<file path="src/rtl/ffua_pkg.sv">
// Package of the first-fit unit allocator: payload types, token types and constants.
// Used by every module of the block; depends on nothing.
package ffua_pkg;

    localparam int MAP_UNITS_DEF = 128;
    localparam int UNITS_W       = 8;
    localparam int START_W       = 7;
    localparam int LEN_W         = 8;
    localparam int POS_W         = 9;

    localparam logic [UNITS_W-1:0] UNITS_RESET = 8'd128;

    localparam logic CMD_ALLOC = 1'b0;
    localparam logic CMD_FREE  = 1'b1;

    typedef struct packed {
        logic               cmd;
        logic [START_W-1:0] start_unit;
        logic [LEN_W-1:0]   length;
    } t_in;

    typedef struct packed {
        logic               success;
        logic [START_W-1:0] found_start;
    } t_out;

    typedef struct packed {
        logic             valid;
        logic             found;
        logic [POS_W-1:0] run;
        logic [POS_W-1:0] start;
        logic [LEN_W-1:0] len;
    } t_token;

    typedef struct packed {
        logic             valid;
        logic             set_bit;
        logic [POS_W-1:0] lo;
        logic [POS_W-1:0] hi;
    } t_upd;

    typedef enum logic [1:0] {
        ST_IDLE,
        ST_SCAN,
        ST_DONE
    } t_state;

endpackage

</file>
<file path="src/rtl/ffua_cell.sv">
// One map cell of the allocator: holds the used bit of one unit and passes the scan token on.
// Depends on ffua_pkg.
module ffua_cell #(
    parameter int CELL_IDX = 0
) (
    input  logic                          i_clk,
    input  logic                          i_rst_n,
    input  logic [ffua_pkg::UNITS_W-1:0]  i_units,
    input  ffua_pkg::t_token              i_tok,
    input  ffua_pkg::t_upd                i_upd,
    output ffua_pkg::t_token              o_tok
);

    localparam logic IN_RANGE = (CELL_IDX < (1 << ffua_pkg::UNITS_W));
    localparam logic [ffua_pkg::POS_W-1:0] K =
        IN_RANGE ? ffua_pkg::POS_W'(CELL_IDX) : '0;

    logic                         r_used;
    logic                         n_used;
    ffua_pkg::t_token             r_tok;
    ffua_pkg::t_token             n_tok;
    logic                         w_managed;
    logic [ffua_pkg::POS_W-1:0]   w_run;
    logic [ffua_pkg::POS_W-1:0]   w_len;
    logic                         w_hit;

    always_comb begin
        w_managed = IN_RANGE && (K < ffua_pkg::POS_W'(i_units));
        w_len     = ffua_pkg::POS_W'(i_tok.len);
        w_run     = r_used ? '0 : i_tok.run + 1'b1;
        w_hit     = !r_used && ((i_tok.len == '0) || (w_run == w_len));

        n_tok = i_tok;
        if (i_tok.valid && w_managed && !i_tok.found) begin
            n_tok.run = w_run;
            if (w_hit) begin
                n_tok.found = 1'b1;
                n_tok.start = (i_tok.len == '0) ? K : K + 1'b1 - w_len;
            end
        end

        n_used = r_used;
        if (i_upd.valid && w_managed && (K >= i_upd.lo) && (K < i_upd.hi)) begin
            n_used = i_upd.set_bit;
        end
    end

    always_ff @(posedge i_clk) begin
        if (!i_rst_n) begin
            r_used <= 1'b0;
            r_tok  <= '0;
        end else begin
            r_used <= n_used;
            r_tok  <= n_tok;
        end
    end

    assign o_tok = r_tok;

endmodule

</file>
<file path="config.mk">
export PLATFORM = sky130hd
export DESIGN_NAME = ffua_cell
export DESIGN_NICKNAME = d
export VERILOG_FILES = /design/src/rtl/ffua_pkg.sv /design/src/rtl/ffua_cell.sv
export SDC_FILE = /design/constraint.sdc
export NUM_CORES = 1
export LEC_CHECK = 0
export BUFFER_PORTS_ARGS = -buffer_cell sky130_fd_sc_hd__buf_2
export CAP_MARGIN = 0
export CORE_MARGIN = 2
export CORE_UTILIZATION = 40
export CTS_BUF_LIST = sky130_fd_sc_hd__clkbuf_16
export CTS_CLUSTER_DIAMETER = 80
export DETAILED_ROUTE_END_ITERATION = 12
export HOLD_SLACK_MARGIN = 0.03
export PLACE_DENSITY = 0.7
export SYNTH_ARGS = -nofsm -noshare
export SYNTH_HDL_FRONTEND = slang
export SYNTH_SLANG_ARGS = --single-unit
</file>
<file path="constraint.sdc">
create_clock -name i_clk -period 2.6 [get_ports i_clk]
set_input_delay 0.13 -clock i_clk [delete_from_list [all_inputs] [get_ports i_clk]]
set_output_delay 0.13 -clock i_clk [all_outputs]
set_load 0.05 [all_outputs]
</file>
==> metrics, run 1 <==
CP arrival 2.40 ns; final slew viol count 0; XOR/XNOR share of the synthesized area 6.57%; post-synthesis sequential area ratio 36.3%; HPWL after DPL 3140 um; ANT cells 0; row count 22; Crit path buffers/inverters 0; Die W 67.3 um; Synth cell types 44; gr usage total 18.9%; Tightest Pin Transition 0.502 ns; largest net degree at the start of global routing 22; clk_skew 0.00410 ns; fin worst setup slack 0.409 ns; Iter 0 DRT Violations 63; crit path time final 2.19 ns; slew margin rel. 66.5%; Mean Syn Cell Area 8.56 um^2; status finished clean; Worst Setup End Kind register; Crit path largest cell delay 0.45 ns; Net Sw Frac 27.7%; # setup viols final 0; commonest non-fill, non-tap cells in the layout buf_2, dfxtp_1, nor2_1, nand2_1, a21oi_1; H-tree levels 2; yosys warns 0; worst setup path class reg2reg; net load switching power 388 uW; routed len/inst 12.4 um; first drt pass iteration count 4; # hold bufs at CTS 0; share of total power in the clock network 45.8%; DP Worst Slack 0.245 ns; Worst Path Required 2.81 ns; PortBufs 85; Post-CTS Setup Inserts 0; Worst VDD drop 0.274 mV; syn nets 247; CP max FO 9; gpl congestion 0.855; Reg2Reg Setup Slack 0.41 ns; Final Hold Vio Count 0; RSZ-0062 raised after global routing false; cell count after synthesis 187; slowest CP cell or3_2; fraction of layout cells with a size suffix above 1 39.2%; WHS 0.0706 ns; largest family of logic cells by synthesized area simple AND/OR/NAND/NOR gates; via count 1642; NumNets Final 332; Post-Synth Adder-Cell Area 1.56%; crit start category register; clk sink count 29; CP Cell Sequence nor3b_1 > a21oi_1 > or3_2 > a2111oi_4 > nand4_2 > a21oi_4 > mux2i_1; vias in the first global route 1396; first-pass GRT wire length 6240 um; Fmax 0.456 GHz; share of power burned in registers 34.0%; CTS root buf clkbuf_16; Clock Path Buffers 2; Final Core Density 58.8%; ratio of final minimum period to clock period 84.3%; initial antenna violation count 0; Comb power frac 20.2%; Area Growth Syn to Fin 37.6%; post-synthesis simple-gate area fraction 28.8%; commonest non-fill, non-tap cell in the layout buf_2; post-synthesis mux area share 3.75%; post-synthesis cell area 1600 um^2; Tot Pwr 1400 uW; GR Overflow Total 0; leakage power 0.00102 uW; fill count 372; FF+latch count, synth 29; final WL 3990 um; Post-CTS Resized 0; Hold WC Path Type in2reg; Post-route DRC 0; CORE AREA 3740 um^2; Synth Area in Compound Gates 16.7%; CP top delay family simple AND/OR/NAND/NOR gates; CTS tree done; via/cell ratio 5.12; Power Density 636 nW/um^2; Initial Util 42.7%; Post-DRT Antenna Nets 0; clock-pin slew on the worst setup and hold paths 0.05 ns; Pint 1010 uW; clk_lat worst skew 0.27 ns; number of buffers created by CTS 5; die height 67.3 um; io pins 86; Setup TNS Final 0 ns; die area 4520 um^2; MaxCap Viol Count 0
==> flip-flops by register name, summed over array words and instances (netlist names) <==
name and cells:
r_used 1, o_tok 28
==> stage by stage <==
| step | cells | instance area [um^2] |
|---|---|---|
| CTS | 321 | 2200 |
| finish | 321 | 2200 |
| detailed placement | 313 | 2040 |
| floorplan | 187 | 1600 |
| global route | 321 | 2200 |
| global placement | 313 | 2040 |
==> layer usage <==
layer	global-route usage, %	wire length [um]	vias up
li1	-	-	830
met1	22.3	1640	735
met2	31.9	1950	72
met3	5.50	333	5
met4	7.91	56	0
met5	0	0	-
==> power by group through the flow <==
stage	Clock (uW)	Sequential (uW)	Combinational (uW)
floorplan	0	578	97.1
global placement	0	485	281
global route	669	477	307
detailed placement	0	485	283
finish	641	476	283
CTS	651	476	285
==> logic make-up after synthesis <==
group	Yosys count
adder cells (fa/ha/maj)	2
buffers and inverters	19
AO/OA/AOI/OAI	37
flip-flops	29
AND/OR/NAND/NOR	82
XOR/XNOR	12
multiplexers	6
==> path summary, 6_finish.rpt <==
path	endpoint	from	depth (start not counted)
hold / removal	o_tok[27]$_SDFF_PN0_	i_tok[27]	2
setup reg to reg	o_tok[9]$_SDFF_PN0_	r_used$_SDFFE_PN0P_	7
hold reg to reg	r_used$_SDFFE_PN0P_	r_used$_SDFFE_PN0P_	3
setup / recovery	o_tok[9]$_SDFF_PN0_	r_used$_SDFFE_PN0P_	7
==> synthesized netlist by cell type <==
cell	n	share of area, %
nor4_1	5	2.0
buf_6	2	1.4
and2_1	6	2.3
nand2b_1	2	0.78
nor3b_1	2	0.94
a2bb2oi_1	4	2.2
inv_2	1	0.23
xnor2_1	7	3.8
inv_1	9	2.1
nor2_1	20	4.7
a32oi_1	1	0.55
or3_1	4	1.6
a31oi_1	1	0.39
buf_2	1	0.31
or3_2	1	0.47
nand3_1	3	0.94
and3_4	1	0.70
or2_2	2	0.78
or2b_2	1	0.55
nand3_4	1	1.1
mux2i_1	6	3.8
dfxtp_1	29	36
o22ai_1	2	0.78
a2111oi_4	1	1.7
buf_4	4	1.9
clkbuf_1	2	0.47
nand4_2	2	1.6
o21ai_0	7	2.2
a22oi_1	2	0.94
a211oi_1	1	0.47
nor4b_1	1	0.55
o21a_1	1	0.47
a21oi_1	12	3.8
nand3_2	1	0.63
nand4_1	2	0.78
ha_1	2	1.6
nand3b_1	2	0.94
nand2_1	16	3.8
a21oi_4	1	1.0
nor3_1	8	2.5
o32ai_1	4	2.2
xor2_1	5	2.7
or3_4	1	0.70
and4_1	1	0.55
==> worst reg2reg max path, cell delays in order (launching register included) <==
cell and delay [ns]:
dfxtp_1 0.30, nor3b_1 0.19, a21oi_1 0.06, or3_2 0.45, a2111oi_4 0.35, nand4_2 0.21, a21oi_4 0.35, mux2i_1 0.21
==> area by class of cell <==
cell class,instances,area [um^2],share of cell area [%]
well taps,48,60.1,2.73
inverters,10,37.5,1.70
flip-flops and latches,29,581,26.4
clock inverters,3,41.3,1.88
multi-input cells,139,917,41.6
repair buffers,87,440,20.0
clock buffers,5,125,5.68
Power figures use the tool's default switching activity.
==> inputs of run 2 (changes only) <==
Settings changed: ABC_AREA set to 1, PLACE_DENSITY 0.7 to 0.72.
Clock period 2.6 ns to 1.75 ns, I/O delays scaled along.
==> run 2 against run 1 <==
- critical path depth up 7
- critical endpoint is now o_tok[12]$_SDFF_PN0_
- critical path type unchanged
- sequential cell count unchanged
- power is 49% higher
- largest power group unchanged
- wire length grew 9.7%
==> metrics, run 2 <==
clk_lat worst skew 0.28 ns (was 0.27 ns); ratio of final minimum period to clock period 95.7% (was 84.3%); post-synthesis mux area share 0% (was 3.75%); first drt pass iteration count 4 (unchanged); top-count cell post-synth nand2_1 (was dfxtp_1); Inst Count DP 380 (was 313); die height 67.7 um (was 67.3 um); post-synthesis cell area 1620 um^2 (was 1600 um^2); crit path time final 1.68 ns (was 2.19 ns); Final Core Density 59.6% (was 58.8%); routed len/inst 11.0 um (was 12.4 um); hold path cells 3 (was 2); FF-to-FF End o_tok[12]$_SDFF_PN0_ (was o_tok[9]$_SDFF_PN0_); Initial Util 41.2% (was 42.7%); final WL 4370 um (was 3990 um); Clock Path Buffers 2 (unchanged); slew margin rel. 50.3% (was 66.5%); CTS root buf clkbuf_16 (unchanged); Worst VDD drop 0.528 mV (was 0.274 mV); reg2reg start r_used$_SDFFE_PN0P_ (unchanged); worst setup path class reg2reg (unchanged); number of buffers created by CTS 5 (unchanged); die area 4590 um^2 (was 4520 um^2); status finished clean (unchanged); H-tree levels 2 (unchanged); largest net degree at the start of global routing 28 (was 22); cell count after synthesis 249 (was 187); Die W 67.7 um (was 67.3 um); CTS tree done (unchanged); GR Overflow Total 0 (unchanged); Post-Synth Adder-Cell Area 1.54% (was 1.56%); post-synthesis sequential area ratio 35.7% (was 36.3%); # setup viols final 0 (unchanged); first-pass GRT wire length 6580 um (was 6240 um); RSZ-0062 raised after global routing true (was false); Post-route DRC 0 (unchanged); FF+latch count, synth 29 (unchanged); via/cell ratio 4.78 (was 5.12); Reg2Reg Setup Slack 0.07 ns (was 0.41 ns); Worst Path Required 1.92 ns (was 2.81 ns); syn nets 309 (was 247); ANT cells 0 (unchanged); worst reg2reg path depth 14 (was 7); vias in the first global route 1597 (was 1396); post-synthesis simple-gate area fraction 40.0% (was 28.8%); fin worst setup slack 0.0749 ns (was 0.409 ns); top cells by area, synth dfxtp_1, nand2_1, inv_1, nand3_1, a21oi_1 (was dfxtp_1, nor2_1, xnor2_1, a21oi_1, mux2i_1); max FFs per register 28 (unchanged); fraction of layout cells with a size suffix above 1 35.0% (was 39.2%); most used flip-flop cell after synthesis dfxtp_1 (unchanged); fill count 382 (was 372); clk sink count 29 (unchanged); Synth cell types 26 (was 44); placed inst area 2090 um^2 (was 2040 um^2); commonest non-fill, non-tap cell in the layout buf_2 (unchanged); clock-pin slew on the worst setup and hold paths 0.05 ns (about the same); Non-Filler Instances 396 (was 321); Post-DRT Antenna Nets 0 (unchanged); initial antenna violation count 0 (unchanged); XOR/XNOR share of the synthesized area 1.08% (was 6.57%); Worst Setup End Kind register (unchanged); largest family of logic cells by synthesized area simple AND/OR/NAND/NOR gates (unchanged); NumNets Final 405 (was 332); Synth Area in Compound Gates 9.55% (was 16.7%); PortBufs 85 (unchanged); Synth area leader dfxtp_1 (unchanged); DP Worst Slack -0.0257 ns (was 0.245 ns); CP arrival 1.84 ns (was 2.40 ns); Synth top cells by count nand2_1, inv_1, dfxtp_1 (was dfxtp_1, nor2_1, nand2_1); Power Density 890 nW/um^2 (was 636 nW/um^2); HPWL after DPL 3360 um (was 3140 um); gr usage total 19.6% (was 18.9%); critical path endpoint o_tok[12]$_SDFF_PN0_ (was o_tok[9]$_SDFF_PN0_); final slew viol count 0 (unchanged); Tightest Pin Transition 0.743 ns (was 0.502 ns); crit start category register (unchanged); CP max FO 5 (was 9); MaxCap Viol Count 0 (unchanged); Fmax 0.597 GHz (was 0.456 GHz); gpl congestion 0.836 (was 0.855); leakage power 0.00135 uW (was 0.00102 uW); post-synth top area share 35.7% (was 36.3%); EDFF count, synth 0 (unchanged); Post-synth ARST share 0% (unchanged); Design Area, Final 2350 um^2 (was 2200 um^2); yosys warns 0 (unchanged); Iter 0 DRT Violations 85 (was 63); commonest non-fill, non-tap cells in the layout buf_2, nand2_1, inv_1, dfxtp_1, nor2_1 (was buf_2, dfxtp_1, nor2_1, nand2_1, a21oi_1); io pins 86 (unchanged); via count 1893 (was 1642); Mean Syn Cell Area 6.52 um^2 (was 8.56 um^2); Area Growth Syn to Fin 44.7% (was 37.6%); row count 23 (was 22); Worst Setup SP r_used$_SDFFE_PN0P_ (unchanged); Hold WC Path Type in2reg (unchanged); clk_skew 0.00318 ns (was 0.00410 ns); CORE AREA 3940 um^2 (was 3740 um^2); Final Hold Vio Count 0 (unchanged)
## run 2: layer usage
| metal | global-route usage, % | share of wire, % |
|---|---|---|
| met5 | 0 | 0 |
| met4 | 10.2 | 1.9 |
| met3 | 3.83 | 7.0 |
| met2 | 35.2 | 50 |
| met1 | 21.6 | 41 |
## run 2: area by class of cell
cell class	instances	area, um^2	area share [%]
clock inverters	3	37.5	1.60
inverters	43	164	6.98
repair inverters	1	7.51	0.319
clock buffers	5	125	5.32
repair buffers	94	495	21.1
well taps	50	62.6	2.66
flip-flops and latches	29	584	24.9
multi-input cells	171	873	37.2
## run 2: worst min path at each step
stage	start	end	slack (ns)
after global routing	i_tok[12]	o_tok[12]$_SDFF_PN0_	0.06
after floorplan	i_tok[0]	o_tok[0]$_SDFF_PN0_	0.18
after global placement	i_tok[27]	o_tok[27]$_SDFF_PN0_	0.30
final	i_tok[14]	o_tok[14]$_SDFF_PN0_	0.04
after detailed placement	i_tok[27]	o_tok[27]$_SDFF_PN0_	0.31
after CTS	i_tok[14]	o_tok[14]$_SDFF_PN0_	0.04
## run 2: worst max-delay path: stages (launching register included)
cell and delay (ns):
dfxtp_4 0.37, clkinvlp_4 0.12, nand2_2 0.08, nand2_1 0.05
nand2_1 0.05, nand2_1 0.06, nor2_2 0.12, nand3_1 0.10
nor2_2 0.10, nand3_2 0.09, nand2_4 0.11, buf_4 0.12
nand3_1 0.06, nand2_1 0.09, nor2_1 0.04
## run 2: per-stage QoR
stage	TNS, ns	hold slack, ns	power [uW]
2_1_floorplan	0	0.181	1000
3_3_place_gp	-0.0154	0.295	1140
3_5_place_dp	-0.0580	0.313	1150
4_1_cts	0	0.0412	2100
5_1_grt	-0.444	0.0565	2170
6_report	0	0.0383	2090
## run 2: where the power goes
group / internal [uW] / switching (uW)
registers: 699 / 8.54
clock network: 659 / 289
logic: 136 / 300
total: 1490 / 597
## run 2: logic make-up after synthesis
group	count (synthesis)
buffers and inverters	49
DFF	29
adders and majority gates	2
xor gates and xnor gates	2
and+or+nand+nor	137
AOI/OAI and AO/OA	30
## run 2: repair_timing
action	4_1_cts	5_1_grt
hold buffers	1	0
endpoints found under the hold margin	1	0
resized for setup	0	10
setup buffers	0	6
setup endpoints to repair	0	10
==> inputs of run 3 (changes only) <==
--- a/config.mk
+++ b/config.mk
@@ -16,4 +16,5 @@
 export HOLD_SLACK_MARGIN = 0.03
 export PLACE_DENSITY = 0.72
+export REMOVE_ABC_BUFFERS = 1
 export SYNTH_ARGS = -nofsm -noshare
 export SYNTH_HDL_FRONTEND = slang
==> constraint.sdc (replaced) <==
create_clock -name i_clk -period 1.75 [get_ports i_clk]
set_input_delay 0.35 -clock i_clk [delete_from_list [all_inputs] [get_ports i_clk]]
set_output_delay 0.35 -clock i_clk [all_outputs]
set_load 0.05 [all_outputs]
==> run 3 against run 2 <==
- cell count is 4.3% higher
- global-route usage rose by 1.8 points
- maximum frequency decreased by 0.19%
- critical path type is now in2reg
- wire length rose by 10%
- worst hold slack improved by 0.23 ns
- highest routed layer unchanged
- clock skew rose by 0.0029 ns
==> metrics, run 3 (same netlist as run 2, synthesis figures left out) <==
initial antenna violation count 0 (unchanged); Iter 0 DRT Violations 106 (was 85); clk sink count 29 (unchanged); HPWL after DPL 3620 um (was 3360 um); hold path cells 3 (unchanged); Worst Hold Path EP o_tok[27]$_SDFF_PN0_ (was o_tok[14]$_SDFF_PN0_); ANT cells 0 (unchanged); Power Density 837 nW/um^2 (was 890 nW/um^2); most used routing layer met2 (unchanged); CTS tree done (unchanged); commonest non-fill, non-tap cells in the layout buf_2, nand2_1, inv_1, dfxtp_1, buf_4 (was buf_2, nand2_1, inv_1, dfxtp_1, nor2_1); clk_skew 0.00607 ns (was 0.00318 ns); MaxCap Viol Count 0 (unchanged); share of power burned in registers 33.0% (was 33.8%); Area Growth Syn to Fin 57.8% (was 44.7%); worst setup path class in2reg (was reg2reg); Net Sw Frac 28.8% (was 28.5%); Reg area 582 um^2 (was 584 um^2); die height 67.7 um (unchanged); Setup TNS Final 0 ns (unchanged); multi-input combinational cell area 935 um^2 (was 873 um^2); PortBufs 85 (unchanged); first-pass GRT wire length 7240 um (was 6580 um); crit path time final 1.68 ns (about the same); fraction of layout cells with a size suffix above 1 42.4% (was 35.0%); Tot Pwr 2140 uW (was 2090 uW); CTS root buf clkbuf_16 (unchanged); WHS 0.269 ns (was 0.0383 ns); io pins 86 (unchanged); CP arrival 1.89 ns (was 1.84 ns); fin worst setup slack 0.0716 ns (was 0.0749 ns); # hold bufs at CTS 0 (was 1); max FFs per register 28 (unchanged); commonest non-fill, non-tap cell in the layout buf_2 (unchanged); fill count 340 (was 382); status finished clean (unchanged); number of buffers created by CTS 5 (unchanged); CORE AREA 3940 um^2 (unchanged); CP max FO 7 (was 5); row count 23 (unchanged); Fmax 0.596 GHz (was 0.597 GHz); via count 1995 (was 1893); slew margin rel. 42.1% (was 50.3%); Hold WC Path Type in2reg (unchanged); first drt pass iteration count 4 (unchanged); RSZ-0062 raised after global routing true (unchanged); worst reg2reg path depth 14 (unchanged); Worst VDD drop 0.462 mV (was 0.528 mV); Post-route DRC 0 (unchanged); share of total power in the clock network 44.4% (was 45.3%); crit start category input port (was register); routed len/inst 11.7 um (was 11.0 um); NumNets Final 422 (was 405); Worst Path Required 1.96 ns (was 1.92 ns); gpl congestion 0.845 (was 0.836); Die W 67.7 um (unchanged); DP Worst Slack -0.294 ns (was -0.0257 ns); Tightest Pin Transition 0.866 ns (was 0.743 ns); Reg2Reg Setup Slack 0.08 ns (was 0.07 ns); hold_sp i_tok[27] (was i_tok[14]); Initial Util 41.2% (unchanged); H-tree levels 2 (unchanged); Pint 1530 uW (was 1490 uW); met1 usage 23.3% (was 21.6%); net load switching power 617 uW (was 597 uW); Final Hold Vio Count 0 (unchanged); largest net degree at the start of global routing 28 (unchanged); vias in the first global route 1747 (was 1597); FF-to-FF End o_tok[15]$_SDFF_PN0_ (was o_tok[12]$_SDFF_PN0_); Worst Setup End Kind register (unchanged); clk_lat worst skew 0.27 ns (was 0.28 ns); final slew viol count 0 (unchanged); die area 4590 um^2 (unchanged); Clock Path Buffers 2 (unchanged); # setup viols final 0 (unchanged); reg2reg start r_used$_SDFFE_PN0P_ (unchanged); final WL 4830 um (was 4370 um); GR Overflow Total 0 (unchanged); clock-pin slew on the worst setup and hold paths 0.05 ns (about the same); leakage power 0.00147 uW (was 0.00135 uW); met2 usage in global routing 37.6% (was 35.2%); Post-DRT Antenna Nets 0 (unchanged); ratio of final minimum period to clock period 95.9% (was 95.7%); routing usage on met3 6.00% (was 3.83%); gr usage total 21.4% (was 19.6%); via/cell ratio 4.83 (was 4.78); Comb power frac 22.6% (was 20.8%)
run 3: timing repair:
item,CTS,global route
setup buffers,0,4
gates cloned,0,1
setup endpoints to repair,1,10
resized for setup,1,28
pin swaps,0,17
run 3: worst max-delay path by stage:
| stage | startpoint | end | slack [ns] |
|---|---|---|---|
| detailed placement | i_tok[17] | o_tok[15]$_SDFF_PN0_ | -0.29 |
| CTS | i_tok[17] | o_tok[15]$_SDFF_PN0_ | 0.03 |
| global placement | i_tok[17] | o_tok[15]$_SDFF_PN0_ | -0.22 |
| global route | r_used$_SDFFE_PN0P_ | o_tok[15]$_SDFF_PN0_ | -0.04 |
| finish | i_tok[18] | o_tok[15]$_SDFF_PN0_ | 0.07 |
| floorplan | i_tok[17] | o_tok[15]$_SDFF_PN0_ | 0.04 |
run 3: power groups by stage:
stage / clock network [uW] / logic (uW) / registers (uW)
after floorplan: 0 / 131 / 860
after global placement: 0 / 453 / 721
after detailed placement: 0 / 456 / 722
after CTS: 968 / 461 / 709
after global routing: 1000 / 525 / 712
final: 951 / 484 / 708
run 3: area by class of cell:
class,count,share of cell area [%]
sequential,29,22.7
clock inverter,3,1.46
clock buffer,5,4.88
inverter,43,6.49
tap,50,2.44
timing repair buffer,111,25.5
multi-input combinational,172,36.5
run 3: per-layer routing:
layer	routed length (um)	up-vias
li1	-	1024
met1	1930	870
met2	2380	90
met3	396	11
met4	122	0
met5	0	-
run 3: critical path, stage by stage:
cell	delay, ns
buf_4	0.13
ha_4	0.27
nand2_2	0.06
nand2_1	0.05
nand2_1	0.04
inv_1	0.04
nand2_1	0.05
nor2_2	0.09
nand3_1	0.10
nor2_2	0.13
nand3_2	0.10
nand2_4	0.15
nand2_8	0.09
nand2_2	0.10
nand2_1	0.05
nor2_1	0.10
run 3: stage by stage:
stage / cells / area (um^2) / util, %
after global placement: 400 / 2250 / 57.2
after CTS: 408 / 2420 / 61.4
after floorplan: 243 / 1590 / -
final: 413 / 2560 / 65.0
after global routing: 413 / 2560 / 65.0
after detailed placement: 400 / 2250 / 57.2
